$ cat config.mk
export PLATFORM = sky130hd
export DESIGN_NAME = deadline_sorted_job_queue_flat
export DESIGN_NICKNAME = d
export VERILOG_FILES = /design/src/design/djq_pkg.sv /design/src/design/djq_req_if.sv /design/src/design/djq_rsp_if.sv /design/src/design/djq_cell.sv /design/src/design/deadline_sorted_job_queue.sv /design/src/flat_wrapper.sv
export SDC_FILE = /design/constraint.sdc
export NUM_CORES = 2
export LEC_CHECK = 0
export BUFFER_PORTS_ARGS = -buffer_cell sky130_fd_sc_hd__buf_2
export CAP_MARGIN = 20
export CORE_MARGIN = 2
export CORE_UTILIZATION = 40
export CTS_BUF_LIST = sky130_fd_sc_hd__clkbuf_4 sky130_fd_sc_hd__clkbuf_8 sky130_fd_sc_hd__clkbuf_16
export CTS_CLUSTER_DIAMETER = 40
export CTS_CLUSTER_SIZE = 28
export DETAILED_ROUTE_END_ITERATION = 12
export PLACE_DENSITY = 0.51
export SETUP_SLACK_MARGIN = 0.3
export SLEW_MARGIN = 20
export SYNTH_ARGS = -nofsm -noshare
export SYNTH_HDL_FRONTEND = slang
export SYNTH_SLANG_ARGS = --single-unit
$ cat constraint.sdc
create_clock -name clk -period 11.5 [get_ports clk]
set_input_delay 2.3 -clock clk [delete_from_list [all_inputs] [get_ports clk]]
set_output_delay 2.3 -clock clk [all_outputs]
set_load 0.01 [all_outputs]
$ cat src/design/djq_pkg.sv
// package for the deadline sorted job queue
// request kinds, payload words, cell chain bundle and controller states; no dependencies
`timescale 1ns / 1ps

package djq_pkg;

	typedef enum logic [1:0] {
		REQ_ADD    = 2'd0,
		REQ_CHECK  = 2'd1,
		REQ_EXEC   = 2'd2,
		REQ_REMOVE = 2'd3
	} req_kind_t;

	typedef struct packed {
		req_kind_t   req_type;
		logic [7:0]  job_id;
		logic [31:0] start_limit;
		logic [31:0] now_time;
	} req_t;

	typedef struct packed {
		logic       hit;
		logic [7:0] out_job;
		logic       overflow;
	} rsp_t;

	// prefix flags handed from one cell to the next, covering all cells up to and
	// including the sender
	typedef struct packed {
		logic id_seen;
		logic gt_seen;
		logic blocked;
	} chain_t;

	typedef enum logic {
		S_IDLE = 1'b0,
		S_EVAL = 1'b1
	} state_t;

endpackage

$ cat src/design/djq_req_if.sv
// request channel of the job queue
// valid/ready handshake carrying djq_pkg::req_t
`timescale 1ns / 1ps

interface djq_req_if;
	logic          valid;
	logic          ready;
	djq_pkg::req_t data;

	modport source (output valid, output data, input ready);
	modport sink (input valid, input data, output ready);
endinterface

$ cat src/design/djq_rsp_if.sv
// result channel of the job queue
// valid/ready handshake carrying djq_pkg::rsp_t
`timescale 1ns / 1ps

interface djq_rsp_if;
	logic          valid;
	logic          ready;
	djq_pkg::rsp_t data;

	modport source (output valid, output data, input ready);
	modport sink (input valid, input data, output ready);
endinterface

$ cat src/design/djq_cell.sv
// one slot of the job queue: key, job id and the compare flags of the current request
// uses djq_pkg for request kinds and the chain bundle
`timescale 1ns / 1ps

module djq_cell #(
	parameter int KEY_W = 32
) (
	input  logic                clk,
	input  logic                load,
	input  logic                commit,
	input  djq_pkg::req_kind_t  kind,
	input  logic                valid,
	input  logic [KEY_W-1:0]    cmp_key,
	input  logic [7:0]          cmp_job,
	input  logic [KEY_W-1:0]    new_key,
	input  logic [7:0]          new_job,
	input  djq_pkg::chain_t     chain_in,
	output djq_pkg::chain_t     chain_out,
	input  logic                next_inr,
	output logic                inr,
	input  logic [KEY_W-1:0]    prev_key,
	input  logic [7:0]          prev_job,
	input  logic [KEY_W-1:0]    next_key,
	input  logic [7:0]          next_job,
	output logic [KEY_W-1:0]    key,
	output logic [7:0]          job
);
	import djq_pkg::*;

	logic [KEY_W-1:0] key_q;
	logic [7:0]       job_q;
	logic             gt_q;
	logic             ge_q;
	logic             idm_q;

	logic             is_p;
	logic             blk;
	logic             is_pos;
	logic [KEY_W-1:0] key_d;
	logic [7:0]       job_d;

	// flags against the request; an empty slot counts as larger than any key
	always_ff @(posedge clk) begin
		if (load) begin
			gt_q  <= !valid || (key_q > cmp_key);
			ge_q  <= !valid || (key_q >= cmp_key);
			idm_q <= valid && (job_q == cmp_job);
		end
		if (commit) begin
			key_q <= key_d;
			job_q <= job_d;
		end
	end

	// first id match and first slot past the new key
	assign is_p   = idm_q && !chain_in.id_seen;
	assign is_pos = gt_q && !chain_in.gt_seen;
	// range of an executed move: from the match up to the slot before the
	// first later key that is not smaller
	assign blk    = chain_in.blocked || (chain_in.id_seen && ge_q);
	assign inr    = is_p || (chain_in.id_seen && !blk);

	assign chain_out.id_seen = chain_in.id_seen || idm_q;
	assign chain_out.gt_seen = chain_in.gt_seen || gt_q;
	assign chain_out.blocked = blk;

	always_comb begin
		key_d = key_q;
		job_d = job_q;
		case (kind)
			REQ_ADD: begin
				if (is_pos) begin
					key_d = new_key;
					job_d = new_job;
				end else if (chain_in.gt_seen) begin
					key_d = prev_key;
					job_d = prev_job;
				end
			end
			REQ_CHECK: begin
				key_d = next_key;
				job_d = next_job;
			end
			REQ_EXEC: begin
				if (inr && next_inr) begin
					key_d = next_key;
					job_d = next_job;
				end else if (inr) begin
					key_d = new_key;
					job_d = new_job;
				end
			end
			REQ_REMOVE: begin
				if (is_p || chain_in.id_seen) begin
					key_d = next_key;
					job_d = next_job;
				end
			end
			default: begin
				key_d = key_q;
				job_d = job_q;
			end
		endcase
	end

	assign key = key_q;
	assign job = job_q;

endmodule

$ cat src/design/deadline_sorted_job_queue.sv
// Deadline sorted job queue. Every request passes through S_IDLE and S_EVAL: in the cycle
// it is accepted each cell compares its own key and job id with the request, and in S_EVAL
// the first-match and insertion positions ripple along the row of cells, every cell loads
// its own, its neighbor's or the new entry, and the result word goes to the output register.
// A new request is taken once the previous one has moved its result into that register, so
// a back-pressured result holds the queue in S_EVAL until the sink takes it. Keys are the
// low min(TIME_BITS, 32) bits of start_limit and now_time.
// top level: controller, fill count, output register and the row of djq_cell
// depends on djq_pkg, djq_req_if, djq_rsp_if, djq_cell
`timescale 1ns / 1ps

module deadline_sorted_job_queue #(
	parameter int QUEUE_DEPTH = 16,
	parameter int TIME_BITS   = 32
) (
	input logic      clk,
	input logic      arst_n,
	djq_req_if.sink  req,
	djq_rsp_if.source rsp
);
	import djq_pkg::*;

	localparam int KEY_W  = (TIME_BITS < 32) ? TIME_BITS : 32;
	localparam int FILL_W = $clog2(QUEUE_DEPTH + 1);

	state_t           state_q;
	state_t           state_d;
	req_t             req_q;
	logic             hit_chk_q;
	logic [FILL_W-1:0] fill_q;
	logic             rsp_valid_q;
	rsp_t             rsp_q;

	logic             accept;
	logic             commit;
	logic             cell_commit;
	logic             out_free;
	logic             full;
	logic             exec_hit;
	req_kind_t        kind;
	rsp_t             rsp_d;
	logic [KEY_W-1:0] cmp_key;
	logic [KEY_W-1:0] now_key;

	logic [KEY_W-1:0] key_w [QUEUE_DEPTH];
	logic [7:0]       job_w [QUEUE_DEPTH];
	logic             inr_w [QUEUE_DEPTH];
	chain_t           chain_w [QUEUE_DEPTH+1];

	assign cmp_key  = req.data.start_limit[KEY_W-1:0];
	assign now_key  = req.data.now_time[KEY_W-1:0];
	assign kind     = req_q.req_type;
	assign full     = (fill_q == FILL_W'(QUEUE_DEPTH));
	assign out_free = !rsp_valid_q || rsp.ready;
	assign exec_hit = chain_w[QUEUE_DEPTH].id_seen;
	assign accept   = req.valid && req.ready;

	// next state
	always_comb begin
		state_d = state_q;
		unique case (state_q)
			S_IDLE: if (req.valid) state_d = S_EVAL;
			S_EVAL: if (out_free) state_d = S_IDLE;
			default: state_d = S_IDLE;
		endcase
	end

	// controller outputs
	always_comb begin
		req.ready = 1'b0;
		commit    = 1'b0;
		unique case (state_q)
			S_IDLE: req.ready = 1'b1;
			S_EVAL: commit = out_free;
			default: begin
				req.ready = 1'b0;
				commit    = 1'b0;
			end
		endcase
	end

	always_ff @(posedge clk or negedge arst_n) begin
		if (!arst_n) begin
			state_q <= S_IDLE;
		end else begin
			state_q <= state_d;
		end
	end

	always_ff @(posedge clk) begin
		if (accept) begin
			req_q     <= req.data;
			hit_chk_q <= (fill_q != '0) && (key_w[0] < now_key);
		end
	end

	// cells only move when the request changes the queue
	always_comb begin
		cell_commit = commit;
		if (kind == REQ_ADD && full) cell_commit = 1'b0;
		if (kind == REQ_CHECK && !hit_chk_q) cell_commit = 1'b0;
	end

	always_comb begin
		rsp_d = '0;
		case (kind)
			REQ_ADD: rsp_d.overflow = full;
			REQ_CHECK: begin
				rsp_d.hit     = hit_chk_q;
				rsp_d.out_job = hit_chk_q ? job_w[0] : 8'd0;
			end
			REQ_EXEC, REQ_REMOVE: begin
				rsp_d.hit     = exec_hit;
				rsp_d.out_job = exec_hit ? req_q.job_id : 8'd0;
			end
			default: rsp_d = '0;
		endcase
	end

	always_ff @(posedge clk or negedge arst_n) begin
		if (!arst_n) begin
			fill_q      <= '0;
			rsp_valid_q <= 1'b0;
		end else begin
			if (commit) begin
				rsp_valid_q <= 1'b1;
			end else if (rsp.ready) begin
				rsp_valid_q <= 1'b0;
			end
			if (cell_commit) begin
				case (kind)
					REQ_ADD: fill_q <= fill_q + 1'b1;
					REQ_CHECK: fill_q <= fill_q - 1'b1;
					REQ_REMOVE: if (exec_hit) fill_q <= fill_q - 1'b1;
					default: fill_q <= fill_q;
				endcase
			end
		end
	end

	always_ff @(posedge clk) begin
		if (commit) rsp_q <= rsp_d;
	end

	assign rsp.valid = rsp_valid_q;
	assign rsp.data  = rsp_q;

	assign chain_w[0] = '0;

	for (genvar j = 0; j < QUEUE_DEPTH; j++) begin : g_cell
		logic [KEY_W-1:0] prev_key;
		logic [7:0]       prev_job;
		logic [KEY_W-1:0] next_key;
		logic [7:0]       next_job;
		logic             next_inr;

		if (j == 0) begin : g_head
			assign prev_key = key_w[j];
			assign prev_job = job_w[j];
		end else begin : g_mid
			assign prev_key = key_w[j-1];
			assign prev_job = job_w[j-1];
		end

		if (j == QUEUE_DEPTH - 1) begin : g_tail
			assign next_key = key_w[j];
			assign next_job = job_w[j];
			assign next_inr = 1'b0;
		end else begin : g_body
			assign next_key = key_w[j+1];
			assign next_job = job_w[j+1];
			assign next_inr = inr_w[j+1];
		end

		djq_cell #(
			.KEY_W (KEY_W)
		) u_cell (
			.clk       (clk),
			.load      (accept),
			.commit    (cell_commit),
			.kind      (kind),
			.valid     (FILL_W'(j) < fill_q),
			.cmp_key   (cmp_key),
			.cmp_job   (req.data.job_id),
			.new_key   (req_q.start_limit[KEY_W-1:0]),
			.new_job   (req_q.job_id),
			.chain_in  (chain_w[j]),
			.chain_out (chain_w[j+1]),
			.next_inr  (next_inr),
			.inr       (inr_w[j]),
			.prev_key  (prev_key),
			.prev_job  (prev_job),
			.next_key  (next_key),
			.next_job  (next_job),
			.key       (key_w[j]),
			.job       (job_w[j])
		);
	end

	a_fill_bound: assert property (@(posedge clk) disable iff (!arst_n)
		fill_q <= FILL_W'(QUEUE_DEPTH))
		else $error("fill count above queue depth");

	a_fill_only_on_commit: assert property (@(posedge clk) disable iff (!arst_n)
		!cell_commit |=> $stable(fill_q))
		else $error("fill count moved without a commit");

	a_word_after_commit: assert property (@(posedge clk) disable iff (!arst_n)
		commit |=> rsp_valid_q)
		else $error("result word missing after commit");

	a_no_hit_no_job: assert property (@(posedge clk) disable iff (!arst_n)
		rsp_valid_q && !rsp_q.hit |-> rsp_q.out_job == 8'd0)
		else $error("job id without a hit");

	a_overflow_excl: assert property (@(posedge clk) disable iff (!arst_n)
		rsp_valid_q |-> !(rsp_q.hit && rsp_q.overflow))
		else $error("hit and overflow together");

endmodule
$ cat src/flat_wrapper.sv
// flat-port wrapper written by rule: the top's interface ports become plain ports
module deadline_sorted_job_queue_flat import djq_pkg::*;
#(
	parameter int QUEUE_DEPTH = 16,
	parameter int TIME_BITS   = 32
)
  (clk, arst_n, req_valid, req_data, req_ready, rsp_valid, rsp_data, rsp_ready);
  djq_req_if req_i ();
  djq_rsp_if rsp_i ();
  input logic clk;
  input logic arst_n;
  input wire logic [$bits(req_i.valid)-1:0] req_valid;
  input wire logic [$bits(req_i.data)-1:0] req_data;
  output wire logic [$bits(req_i.ready)-1:0] req_ready;
  output wire logic [$bits(rsp_i.valid)-1:0] rsp_valid;
  output wire logic [$bits(rsp_i.data)-1:0] rsp_data;
  input wire logic [$bits(rsp_i.ready)-1:0] rsp_ready;
  assign req_i.valid = req_valid;
  assign req_i.data = req_data;
  assign req_ready = req_i.ready;
  assign rsp_valid = rsp_i.valid;
  assign rsp_data = rsp_i.data;
  assign rsp_i.ready = rsp_ready;
  deadline_sorted_job_queue #(.QUEUE_DEPTH(QUEUE_DEPTH), .TIME_BITS(TIME_BITS)) u_core (.clk(clk), .arst_n(arst_n), .req(req_i), .rsp(rsp_i));
endmodule
==> impl_results.md <==
- Status: completed
- Worst slack on hold paths: 0.510 ns
- Number of buffers added by the clock tree synthesis step: 156
- Largest family of logic cells by synthesized area: compound AO/OA/AOI/OAI gates
- Clk_lat worst skew: 0.81 ns
- Routed Wire Length: 224,000 microns
- Number of warnings issued by yosys: 0
- DRC Markers: 0
- Total power: 14.8 mW
- Power per unit of standard cell area: 259 mW/mm^2
- Number of input and output port buffers inserted: 89
- Vias: 43,300
- Final RePlAce weighted congestion: 0.996
- Maximum number of pins on one net before global-route repair: 80
- Final-report hold violation count: 0
- Maximum cell stage delay along the critical path: 0.94 ns
- Via count of the first global-routing pass: 41,000
- Overflow left after global routing: 0
- Accumulated negative setup slack: 0 ns
- Critical path, cell by cell: buf_2 -> inv_1 -> ha_1 -> nand4_1 -> or4_1 -> or4_1 -> nor4_1 -> a21oi_1
- Required time worst endpoint: 12.01 ns
- Synthesized area divided by synthesized cell count: 10.5 sq um
- Num rows: 128
- Proportion of synthesized area in mux cells: 0.0380
- Post-synth top flop: sky130_fd_sc_hd__edfxtp_1
- Detailed-placement wirelength estimate: 156,000 microns
- Mean routed wirelength per cell: 34.7 microns
- Type of the most critical hold path: reg -> reg
- Overall track demand over capacity in global routing: 0.350
- P_leak: 21.6 nW
- Largest delay share family, worst path: simple AND/OR/NAND/NOR gates
- Post-route core utilization: 0.469
- Number of top-level pins: 90
- TritonRoute pass-1 iters: 9
- Total setup buffers inserted after CTS: 0
- Slew Limit Headroom: 0.152
- # clock sinks: 747
- Synthesized netlist cell count: 4,643
- Adder-Cell Fraction of Synth Area: 0.140
- Fmax: 178 MHz
- Final std cells w/o fill: 6,469
- Placement-stage cell area: 0.0517 sq mm
- Share of the yosys chip area belonging to registers: 0.458
- Element type at the critical path start: input port
- Final setup violation count: 0
- # nets final: 5,336
- Number of max-slew violations in the final report: 0
- Slew at the pin closest to its max-slew limit: 1.26 ns
- CTS tree: yes
- CTS Root Buffer Type: sky130_fd_sc_hd__clkbuf_16
- Layout Cell Area excl Fill: 0.0570 sq mm
- CTS Buffer Depth: 3
- Area fraction in compound gates after synthesis: 0.195
- Starting Density: 0.402
- Shortest clock period the worst path allows after layout: 5.60 ns
- Critical Setup Path Class: in -> reg
- CP arrival: 6.11 ns
- Layout area overhead: 16.6%
- Critical-path maximum fanout: 16
- Skew final: 0.0320 ns
- Slowest-stage cell, CP: sky130_fd_sc_hd__nor4_1
- Worst slack at placement: 5.22 ns
- Number of placed instances, taps included: 6,178
- Share of flip-flops with an asynchronous set or reset: 0.00937
- Maximum VDD drop: 210 uV
- Antenna violations before repair: 6
- Seq cells post-synth: 747
- Area of the die: 0.125 sq mm
- Number of enable-type register cells in the synthesized netlist: 740
- Simple-gate share of the synthesized area: 0.108
- Netlist Area Pre-Place: 0.0489 sq mm
- Net count after synthesis: 5,268
- Clock-pin slew on the worst setup and hold paths: 0.05 ns
- Chip width: 354 microns
- Share of final-layout standard cells stronger than drive strength 1: 0.132
- Via count normalized by instance count: 6.70
- CTS-repair resized insts: 0
- Worst setup slack after layout: 5.90 ns
- Share of the cycle needed by the critical path after routing: 0.487
- Crit path top cell by count: sky130_fd_sc_hd__or4_1
- Core area: 0.122 sq mm
- Vertical die dimension: 354 microns
- First-pass GRT wire length: 313,000 microns
- Xor and xnor fraction of the mapped netlist area: 0.0238
- Worst path buffer plus inverter count: 2
- Hold bufs inserted after CTS: 0
- Total number of H-tree levels: 4
- DRT antenna net count: 0
- Unique masters post-synth: 82
- CP Capture Type: flip-flop
- Max-cap violations: 0
- Setup repair after global routing missed its margin: false
- Violation count after the first detailed-route iteration: 6,357
-- cell usage in the layout (no fill, tap or decap), types with 24 or more instances in the layout --
cell type,instances
sky130_fd_sc_hd__a21o_1,67
sky130_fd_sc_hd__buf_4,107
sky130_fd_sc_hd__nor3_1,67
sky130_fd_sc_hd__nand2_1,141
sky130_fd_sc_hd__ha_1,547
sky130_fd_sc_hd__nand4_1,113
sky130_fd_sc_hd__clkbuf_16,158
sky130_fd_sc_hd__a222oi_1,38
sky130_fd_sc_hd__nor4_1,24
sky130_fd_sc_hd__nor2_1,599
sky130_fd_sc_hd__o32ai_1,38
sky130_fd_sc_hd__a22o_1,50
sky130_fd_sc_hd__a221oi_1,43
sky130_fd_sc_hd__o21a_1,28
sky130_fd_sc_hd__o22ai_1,288
sky130_fd_sc_hd__buf_2,89
sky130_fd_sc_hd__o21ai_0,188
sky130_fd_sc_hd__mux2_2,84
sky130_fd_sc_hd__a211oi_1,163
sky130_fd_sc_hd__inv_1,185
sky130_fd_sc_hd__mux2i_1,90
sky130_fd_sc_hd__a221o_1,46
sky130_fd_sc_hd__xor2_1,29
sky130_fd_sc_hd__a21oi_1,283
sky130_fd_sc_hd__nand3_1,66
sky130_fd_sc_hd__clkinv_2,28
sky130_fd_sc_hd__edfxtp_1,740
sky130_fd_sc_hd__xnor2_1,104
sky130_fd_sc_hd__o211ai_1,30
-- final cells by class --
class,instances,area (sq um)
clock buffers,168,4030
well taps,1625,2030
fillers,11300,64500
repair buffers,199,1300
flip-flops and latches,747,22400
multi-input cells,3421,25200
diodes,2,5.00
clock inverters,121,1320
inverters,186,701
-- flip-flops by register name (all words and copies together) (netlist names), 2 cells and up --
name	cells
u_core.g_cell.u_cell.key	512
u_core.g_cell.u_cell.job	128
u_core.req_q	40
u_core.g_cell.u_cell.gt_q	16
u_core.g_cell.u_cell.idm_q	16
u_core.g_cell.u_cell.ge_q	15
u_core.rsp.data	10
u_core.fill_q	5
u_core.kind	2
-- worst reg2reg max path, cell delays in order (launching register included) --
cell,delay [ns]
sky130_fd_sc_hd__edfxtp_1,0.65
sky130_fd_sc_hd__or4_4,0.76
sky130_fd_sc_hd__o2bb2ai_2,0.24
sky130_fd_sc_hd__or4_1,0.67
sky130_fd_sc_hd__nor4_2,0.42
sky130_fd_sc_hd__a21o_2,0.79
sky130_fd_sc_hd__buf_4,0.69
sky130_fd_sc_hd__mux2_1,0.41
-- Yosys cell counts, types with 8 or more instances --
cell type,n,area (sq um)
sky130_fd_sc_hd__nand2b_1,19,119
sky130_fd_sc_hd__a222oi_1,38,380
sky130_fd_sc_hd__a2111oi_0,13,114
sky130_fd_sc_hd__a22o_1,50,438
sky130_fd_sc_hd__mux2i_1,90,901
sky130_fd_sc_hd__xnor2_1,104,911
sky130_fd_sc_hd__nor2b_1,24,150
sky130_fd_sc_hd__ha_1,547,6840
sky130_fd_sc_hd__or4_1,12,90.1
sky130_fd_sc_hd__nor2_1,602,2260
sky130_fd_sc_hd__o31ai_1,13,97.6
sky130_fd_sc_hd__clkbuf_1,250,938
sky130_fd_sc_hd__mux2_2,84,946
sky130_fd_sc_hd__xor2_1,29,254
sky130_fd_sc_hd__edfxtp_1,740,22200
sky130_fd_sc_hd__and4_1,14,123
sky130_fd_sc_hd__o21ai_0,190,951
sky130_fd_sc_hd__a221oi_1,45,394
sky130_fd_sc_hd__buf_2,22,110
sky130_fd_sc_hd__o32ai_1,38,333
sky130_fd_sc_hd__inv_1,185,694
sky130_fd_sc_hd__nand4_1,113,707
sky130_fd_sc_hd__nand3_1,66,330
sky130_fd_sc_hd__o22ai_1,289,1810
sky130_fd_sc_hd__a21o_1,68,510
sky130_fd_sc_hd__nor3_1,71,355
sky130_fd_sc_hd__a211oi_1,165,1240
sky130_fd_sc_hd__buf_1,10,37.5
sky130_fd_sc_hd__nor4_1,25,156
sky130_fd_sc_hd__and3_1,11,68.8
sky130_fd_sc_hd__o211ai_1,30,225
sky130_fd_sc_hd__a21oi_1,291,1460
sky130_fd_sc_hd__o21a_1,28,210
sky130_fd_sc_hd__or3_1,15,93.8
sky130_fd_sc_hd__o21bai_1,8,60.1
sky130_fd_sc_hd__nand2_1,153,574
sky130_fd_sc_hd__a221o_1,46,460
sky130_fd_sc_hd__a31oi_1,25,156
-- report_power, final --
group | switching, mW | total (mW) | internal, mW
combinational | 3.18 | 4.77 | 1.59
sequential | 1.08 | 5.35 | 4.28
clock | 1.67 | 4.67 | 3.00
-- kinds of logic (layout without fill, tap and decap cells) --
| family | after synthesis | in the layout |
|---|---|---|
| xor+xnor | 133 | 133 |
| other cells | 0 | 2 |
| buf+inv | 475 | 674 |
| mux | 175 | 175 |
| compound gates | 1413 | 1413 |
| fa+ha+maj | 547 | 547 |
| flops | 747 | 747 |
| simple gates | 1153 | 1153 |
-- worst paths after layout --
kind	start	endpoint	slack (ns)	depth (start not counted)
worst min-delay path	u_core.rsp.valid$_DFFE_PN0P_	u_core.rsp.valid$_DFFE_PN0P_	0.51	2
worst max-delay path	req_data[59]	u_core.g_cell[1].u_cell.gt_q$_DFFE_PP_	5.90	8
worst max register to register	u_core.g_cell[0].u_cell.idm_q$_DFFE_PP_	u_core.g_cell[14].u_cell.key[31]$_DFFE_PP_	6.60	7
worst min register to register	u_core.rsp.valid$_DFFE_PN0P_	u_core.rsp.valid$_DFFE_PN0P_	0.51	2
max in group asynchronous	arst_n	u_core.fill_q[1]$_DFFE_PN0P_	10.01	1
min in group asynchronous	arst_n	u_core.rsp.valid$_DFFE_PN0P_	1.33	1
-- metal layers --
metal,wire length (microns),share of wire,vias to the layer above,GRT usage
met1,92300,0.41,21500,0.485
met2,93100,0.41,2890,0.505
met3,27500,0.12,529,0.0969
met5,50,0.00022,-,0
li1,-,-,18400,-
met4,11400,0.051,8,0.162
(Power assumes the default switching activity.)
